### src/hw/rtl/cpps_pkg.sv
`timescale 1ns / 1ps

package cpps_pkg;

  localparam int MAX_VERTICES = 16;
  localparam int MAX_CONTACTS = 32;
  localparam int QUEUE_DEPTH  = 4;

  localparam int VT_W = $clog2(MAX_VERTICES + 1);
  localparam int VA_W = $clog2(MAX_VERTICES);
  localparam int CC_W = $clog2(MAX_CONTACTS + 1);
  localparam int CA_W = $clog2(MAX_CONTACTS);
  localparam int QP_W = $clog2(QUEUE_DEPTH);
  localparam int QC_W = $clog2(QUEUE_DEPTH + 1);

  // Multiplier operand, product and divider widths.
  localparam int MA_W   = 34;
  localparam int MB_W   = 38;
  localparam int ACC_W  = 41;
  localparam int DIV_W  = 41;
  localparam int FRAC_W = 32;

  localparam logic [1:0] OP_LOAD  = 2'd0;
  localparam logic [1:0] OP_SETN  = 2'd1;
  localparam logic [1:0] OP_QUERY = 2'd2;

  localparam logic signed [ACC_W-1:0] PARALLEL_Q30 = 41'sd1073634450;
  localparam logic signed [ACC_W-1:0] STEEP_Q30    = 41'sd186401581;
  localparam logic signed [ACC_W-1:0] FLAT_LIMIT   = 41'sd66;
  localparam logic [7:0]              NEAR_SQ      = 8'd43;
  localparam logic signed [32:0]      NEAR_SPAN    = 33'sd6;

  typedef enum logic [1:0] {
    CMD_LOAD  = 2'd0,
    CMD_SETN  = 2'd1,
    CMD_QUERY = 2'd2
  } cmd_kind_t;

  typedef logic [2:0][31:0] pt_t;

  typedef struct packed {
    logic [1:0]         operation;
    logic signed [31:0] vec_x;
    logic signed [31:0] vec_y;
    logic signed [31:0] vec_z;
    logic signed [31:0] origin_x;
    logic signed [31:0] origin_y;
    logic signed [31:0] origin_z;
  } in_item_t;

  typedef struct packed {
    logic signed [31:0] point_x;
    logic signed [31:0] point_y;
    logic signed [31:0] point_z;
    logic [5:0]         contact_total;
    logic               has_point;
    logic               final_res;
  } out_item_t;

  typedef struct packed {
    cmd_kind_t kind;
    pt_t       vec;
    pt_t       org;
  } cmd_t;

  typedef struct packed {
    logic                    go;
    logic signed [MA_W-1:0]  a;
    logic signed [MB_W-1:0]  b;
    logic                    sh31;
    logic                    first;
    logic                    sub;
    logic [1:0]              tag;
  } mac_req_t;

  typedef struct packed {
    logic                    pvalid;
    logic [1:0]              tag;
    logic signed [ACC_W-1:0] prod;
    logic signed [ACC_W-1:0] acc;
  } mac_rsp_t;

  function automatic logic signed [32:0] sx33(input logic [31:0] v);
    return $signed({v[31], v});
  endfunction

  function automatic logic [ACC_W-1:0] mag(input logic signed [ACC_W-1:0] v);
    return v[ACC_W-1] ? ACC_W'(-v) : ACC_W'(v);
  endfunction

  function automatic logic [1:0] nxt3(input logic [1:0] k);
    return (k == 2'd2) ? 2'd0 : k + 2'd1;
  endfunction

  // Base plus or minus a wide delta, clamped to the 32-bit signed range.
  function automatic logic [31:0] sat_add(input logic [31:0] base,
                                          input logic signed [ACC_W-1:0] delta,
                                          input logic sub);
    logic signed [ACC_W:0] s;
    s = $signed({{(ACC_W-31){base[31]}}, base});
    s = sub ? s - (ACC_W+1)'(delta) : s + (ACC_W+1)'(delta);
    if (s > $signed((ACC_W+1)'(33'sd2147483647))) return 32'h7fffffff;
    if (s < $signed((ACC_W+1)'(-33'sd2147483648))) return 32'h80000000;
    return s[31:0];
  endfunction

  // Two points are near when every axis is within six and the squared
  // distance stays below the limit.
  function automatic logic near_pt(input pt_t a, input pt_t b);
    logic signed [32:0] d;
    logic [32:0]        ad;
    logic [7:0]         s;
    logic               ok;
    s  = 8'd0;
    ok = 1'b1;
    for (int k = 0; k < 3; k++) begin
      d  = sx33(a[k]) - sx33(b[k]);
      ad = d[32] ? 33'(-d) : 33'(d);
      if (d > NEAR_SPAN || d < -NEAR_SPAN) ok = 1'b0;
      s = s + 8'(ad[2:0] * ad[2:0]);
    end
    return ok && (s < NEAR_SQ);
  endfunction

endpackage

### src/hw/rtl/cpps_front.sv
`timescale 1ns / 1ps

module cpps_front (
  input  logic                clk,
  input  logic                rst,
  input  logic                item_valid,
  output logic                item_ready,
  input  cpps_pkg::in_item_t  item,
  output logic                cmd_valid,
  input  logic                cmd_ready,
  output cpps_pkg::cmd_t      cmd
);

  cpps_pkg::cmd_t                 q [cpps_pkg::QUEUE_DEPTH];
  logic [cpps_pkg::QP_W-1:0]      wr_ptr;
  logic [cpps_pkg::QP_W-1:0]      rd_ptr;
  logic [cpps_pkg::QC_W-1:0]      count;
  logic                           accept;
  logic                           keep;
  logic                           pop;
  cpps_pkg::cmd_t                 entry;

  assign item_ready = (count != cpps_pkg::QC_W'(cpps_pkg::QUEUE_DEPTH));
  assign accept     = item_valid && item_ready;
  assign cmd_valid  = (count != '0);
  assign cmd        = q[rd_ptr];
  assign pop        = cmd_valid && cmd_ready;

  // Unused operation codes are taken and dropped here.
  always_comb begin
    keep       = accept;
    entry.vec  = {item.vec_z, item.vec_y, item.vec_x};
    entry.org  = {item.origin_z, item.origin_y, item.origin_x};
    unique case (item.operation)
      cpps_pkg::OP_LOAD:  entry.kind = cpps_pkg::CMD_LOAD;
      cpps_pkg::OP_SETN:  entry.kind = cpps_pkg::CMD_SETN;
      cpps_pkg::OP_QUERY: entry.kind = cpps_pkg::CMD_QUERY;
      default: begin
        entry.kind = cpps_pkg::CMD_LOAD;
        keep       = 1'b0;
      end
    endcase
  end

  always_ff @(posedge clk) begin
    if (keep) q[wr_ptr] <= entry;
  end

  always_ff @(posedge clk) begin
    if (rst) begin
      wr_ptr <= '0;
      rd_ptr <= '0;
      count  <= '0;
    end else begin
      if (keep) begin
        wr_ptr <= (wr_ptr == cpps_pkg::QP_W'(cpps_pkg::QUEUE_DEPTH - 1)) ? '0 : wr_ptr + 1'b1;
      end
      if (pop) begin
        rd_ptr <= (rd_ptr == cpps_pkg::QP_W'(cpps_pkg::QUEUE_DEPTH - 1)) ? '0 : rd_ptr + 1'b1;
      end
      if (keep && !pop) count <= count + 1'b1;
      else if (!keep && pop) count <= count - 1'b1;
    end
  end

endmodule

### config.mk
export PLATFORM = sky130hd
export DESIGN_NAME = cpps_front
export DESIGN_NICKNAME = d
export VERILOG_FILES = /design/src/hw/rtl/cpps_pkg.sv /design/src/hw/rtl/cpps_front.sv
export SDC_FILE = /design/constraint.sdc
export NUM_CORES = 1
export LEC_CHECK = 0
export ABC_AREA = 1
export BUFFER_PORTS_ARGS = -buffer_cell sky130_fd_sc_hd__buf_2
export CORE_ASPECT_RATIO = 1.25
export CORE_MARGIN = 2
export CORE_UTILIZATION = 50
export CTS_BUF_LIST = sky130_fd_sc_hd__clkbuf_4 sky130_fd_sc_hd__clkbuf_8 sky130_fd_sc_hd__clkbuf_16
export DETAILED_ROUTE_END_ITERATION = 16
export GPL_TIMING_DRIVEN = 0
export PLACE_DENSITY = 0.71
export SETUP_SLACK_MARGIN = 0.2
export SYNTH_ARGS = -nofsm -noshare
export SYNTH_HDL_FRONTEND = slang
export SYNTH_SLANG_ARGS = --single-unit
### constraint.sdc
create_clock -name clk -period 25.8 [get_ports clk]
set_input_delay 5.16 -clock clk [delete_from_list [all_inputs] [get_ports clk]]
set_output_delay 5.16 -clock clk [all_outputs]
set_load 0.005 [all_outputs]
# Yosys cells after proc, flatten, opt, wreduce, memory -nomap -nowiden
# Memory sizes are Yosys's and may differ from the RTL's. A register that Yosys moved wholly into a read port is not among the register bits.
# Cells that the tools add are included.
dict set report op_classes {
  add_sub_neg 4
  n_mul 0
  div 0
  n_lt_le_gt_ge 0
  eq_ne 5
  shift 0
  muxes 10
  n_bitwise 0
  n_reduce_logical 10
}
# cell n
set ops {}
lappend ops {{2-to-1 mux 2 bit} 4}
lappend ops {{equality test 2 bit (second input constant)} 3}
lappend ops {{2-to-1 mux 3 bit} 2}
lappend ops {{adder 2 x 1 -> 2 bit (second input constant)} 2}
lappend ops {{logical AND 1 bit} 4}
lappend ops {{case mux 2 bit (2 select lines)} 1}
lappend ops {{adder 3 x 1 -> 3 bit (second input constant)} 1}
lappend ops {{2-to-1 mux 1 bit} 3}
lappend ops {{!= test 3 bit (second input constant)} 1}
lappend ops {{nonzero test 3 bit} 1}
lappend ops {{OR reduction 3 bit} 1}
lappend ops {{subtractor 3 x 1 -> 3 bit (second input constant)} 1}
lappend ops {{equality test 2 x 1 -> 1 bit (second input constant)} 1}
lappend ops {{zero test 1 bit} 2}
lappend ops {{zero test 2 bit} 1}
lappend ops {{nonzero test 2 bit} 1}
dict set report totals {
  register_bits 7
  latchBits 0
  ram_bits 776
  rom_bits 0
  n_memories 1
}
# name words word_bits read_ports rd_clocked_by_memory_dff wr line_no
set mem_list {}
lappend mem_list {q 4 194 1 1 1 cpps_front.sv:14} ;# cpps_pkg::cmd_t q [cpps_pkg::QUEUE_DEPTH];

# Depth between registers and ports, before layout
dict set report depth {
  depth_word 7
  ltp_mapped 13
  depth_no_buf 13
}

# Least setup slack after synthesis
# OpenSTA, ideal clock, no wires.
dict set report synth_timing {
  kind {in2reg}
  startpoint {input item_valid}
  endpoint {memory q[0][0] (netlist bit), enable pin}
  setup_time_ns 0.752
  t_arrival_ns 13.654
  slack_ns 11.394
  stages 4
  path_buffers 0
  path_cell_list {inv_1 > a21oi_1 > nand2_1 > nor2_1}
}
dict set report synth_between {
  elab_chain_cells 4
}
# element line_no
set synth_rtl {}
lappend synth_rtl {{start: declaration} cpps_front.sv:6} ;# input logic item_valid,
lappend synth_rtl {{logical AND 1 bit} cpps_front.sv:24} ;# assign accept = item_valid && item_ready;
lappend synth_rtl {{2-to-1 mux 1 bit} cpps_front.sv:34} ;# unique case (item.operation)
lappend synth_rtl {{2-to-1 mux 1 bit} cpps_front.sv:46} ;# if (keep) q[wr_ptr] <= entry;
lappend synth_rtl {{2-to-1 mux 1 bit (not written as such)} cpps_front.sv:46}
lappend synth_rtl {{end: declaration} cpps_front.sv:14}
# Every way passes these cells.

==> impl_metrics.csv <==
group,metric,value,unit
logic_synthesis,ys_seq_elements,785,
layout,mostFrequentLayoutCells,"776 x edfxtp_1, 441 x buf_2, 401 x nor2_1",
setup_path,required,20.64,ns
setup_path,crit_fanout,10,
routing,drt_iter0_drc,1649,
clock_tree,cts_tree,"yes",
setup_path,reg2reg_from,"count[0]",
die,dieArea,0.0601,mm2
setup_path,r2r_cells,7,
timing,worst_slack,18.07,ns
worst_hold_path,hold_path_end,"count[1]",
timing,rsz0062_at_grt,"no",
worst_hold_path,hold_depth,2,
routing,viasPerCell,5.72,
power_and_ir_drop,power.leakage,12.3,nW
placed_design,place_hpwl,48.1,mm
die,rows,98,
global_route,grt_antenna_before_repair,25,
logic_synthesis,syn-num-nets,2156,
timing,fin_worst_skew,0.0163,ns
power_and_ir_drop,peakVddDrop,74.1,uV
layout,drive_gt1_frac,0.246,
setup_path,startpoint_type,"flop",
placed_design,gp_congestion,0.796,
layout,postLayoutCellArea,0.0352,mm2
setup_path,end_kind,"primary output",
clock_tree,clock_latency,0.61,ns
routing,wirelength,74.6,mm
die,die_y,274,um
layout,synthToLayoutAreaGrowth,21.0,%
global_route,track_usage,0.242,
logic_synthesis,mappedNetlistArea,0.0291,mm2
logic_synthesis,syn_avg_cell_area,14.9,um2
logic_synthesis,yosysWarningCount,0,
clock_tree,postCtsSetupRepairBufs,0,
global_route,grt_start_max_net_pins,29,
die,start_util,0.507,
layout,fin_util,0.613,
clock_tree,ctsRootBufferMaster,"clkbuf_16",
layout,final_nets,2656,
power_and_ir_drop,total_power,3.61,mW
setup_path,crit_type,"flop to primary output",
layout,layout_commonest_cell,"edfxtp_1",
routing,wire_per_inst,22.8,um
worst_hold_path,hp-class,"flop to flop",
setup_path,cp.arrival,2.57,ns
placed_design,io_buffers,393,
flow_run,maxCapViolCount,0,
setup_path,reg2reg_slack,22.98,ns
die,ios,394,
power_and_ir_drop,power.density,103,mW/mm2
clock_tree,cts_hold_buf,0,
routing,drc,0,
clock_tree,clock_path_buffers,3,
timing,fin_tns_setup,0,ns
clock_tree,cts.sinks,785,
timing,worst_pin_slew,0.867,ns
routing,vias,18700,
global_route,gr-total-overflow,0,
timing,fin_crit,7.73,ns
timing,finalHoldViolations,0,
global_route,grt_pass1_vias,18700,
worst_hold_path,hp-start,"count[1]",
layout,nFillCells,4193,
logic_synthesis,yosysUniqueCellTypes,21,
run_status,status,"finished, final reports clean",
clock_tree,path_clk_slew,0.06,ns
global_route,grt_pass1_wl,109,mm
logic_synthesis,ys_seq_area_frac,0.808,
clock_tree,htree_levels,3,
routing,drtAntennaViolNets,0,
timing,fmaxAchievable,0.129,GHz
routing,dr.pass1.iters,6,
die,fp.dieW,220,um
clock_tree,ctsResizeCount,0,
timing,drv_slew,0,
placed_design,placedInstanceArea,0.0327,mm2
die,coreArea,0.0574,mm2
clock_tree,cts_buffers,74,
placed_design,dp_slack,17.87,ns
timing,relSlewSlack,0.421,
setup_path,rr_endpoint,"q[3][89]",
timing,period_share,0.300,
timing,setup_viol,0,
logic_synthesis,netlist_instances,1951,
layer usage:
| metal | vias to the layer above | routed length [um] | global-route usage | part of all wire |
|---|---|---|---|---|
| met4 | 22 | 2720 | 0.109 | 0.036 |
| li1 | 8415 | - | - | - |
| met1 | 9308 | 27800 | 0.299 | 0.37 |
| met2 | 799 | 37300 | 0.402 | 0.50 |
| met3 | 168 | 6600 | 0.0633 | 0.088 |
| met5 | - | 127 | 0 | 0.0017 |
registers in the layout (all words and copies together) (netlist names), named ones only:
name / cells
q: 776
count: 3
rd_ptr: 2
wr_ptr: 2
cells by family (layout without fill, tap and decap cells):
kind of cell,after synthesis,count (layout),share of synthesized area
compound gates,587,587,0.109
other cells,0,14,0
flops,785,785,0.808
buf+inv,147,705,0.0244
simple gates,424,424,0.0551
xor+xnor,1,1,0.000301
fa+ha+maj,7,7,0.00327
cell usage after synthesis:
| cell | number | area, um2 |
|---|---|---|
| fa_1 | 1 | 20.0 |
| nand3b_1 | 1 | 7.51 |
| nand3_1 | 3 | 15.0 |
| inv_6 | 1 | 8.76 |
| nor2_1 | 405 | 1520 |
| xor2_1 | 1 | 8.76 |
| buf_6 | 4 | 45.0 |
| nand2_1 | 14 | 52.6 |
| ha_1 | 6 | 75.1 |
| o21ai_0 | 335 | 1680 |
| a21oi_1 | 4 | 20.0 |
| o22ai_1 | 194 | 1210 |
| nand4_1 | 1 | 6.26 |
| inv_2 | 1 | 3.75 |
| inv_1 | 18 | 67.6 |
| buf_2 | 48 | 240 |
| o21ai_1 | 54 | 270 |
| dfxtp_1 | 9 | 180 |
| edfxtp_1 | 776 | 23300 |
| buf_4 | 17 | 128 |
| clkbuf_1 | 58 | 218 |
worst max path at each step:
stage | end | slack (ns) | cells past startpoint
after floorplan | q[0][0] | 11.39 | 4
after global placement | q[3][89] | 4.42 | 4
after detailed placement | q[3][89] | 17.87 | 7
after CTS | cmd[63] | 18.03 | 7
after global routing | cmd[119] | 17.91 | 7
final | cmd[148] | 18.07 | 7
layout make-up:
cell class | instances | area (um2) | area share
Multi-Input combinational cell | 1019 | 4920 | 0.140
Timing Repair Buffer | 424 | 2620 | 0.0744
Tap cell | 750 | 938 | 0.0267
Sequential cell | 785 | 23500 | 0.667
Clock inverter | 39 | 433 | 0.0123
Antenna cell | 14 | 35.0 | 0.000996
Inverter | 20 | 80.1 | 0.00228
Buffer | 127 | 631 | 0.0179
Clock buffer | 95 | 2050 | 0.0583
through the flow:
| step | instances | hold WS, ns |
|---|---|---|
| after floorplan | 1951 | 0.483 |
| after global placement | 3094 | 0.513 |
| after detailed placement | 3125 | 0.540 |
| after CTS | 3259 | 0.548 |
| after global routing | 3270 | 0.590 |
| final | 3273 | 0.541 |
worst max-delay path, cell delays in order, from the launching register on:
cell	delay (ns)
dfxtp_1	0.33
buf_6	0.18
inv_6	0.15
buf_6	0.21
clkbuf_1	0.43
o21ai_0	0.17
o22ai_1	0.29
buf_2	0.18
report_power, final:
part	total (mW)	internal, mW	switching (mW)	leakage (nW)
Clock	1.10	0.646	0.455	1.23
Combinational	0.973	0.335	0.638	3.95
Sequential	1.54	1.51	0.0237	7.15
Note: power is estimated with default switching activity, not from simulation.
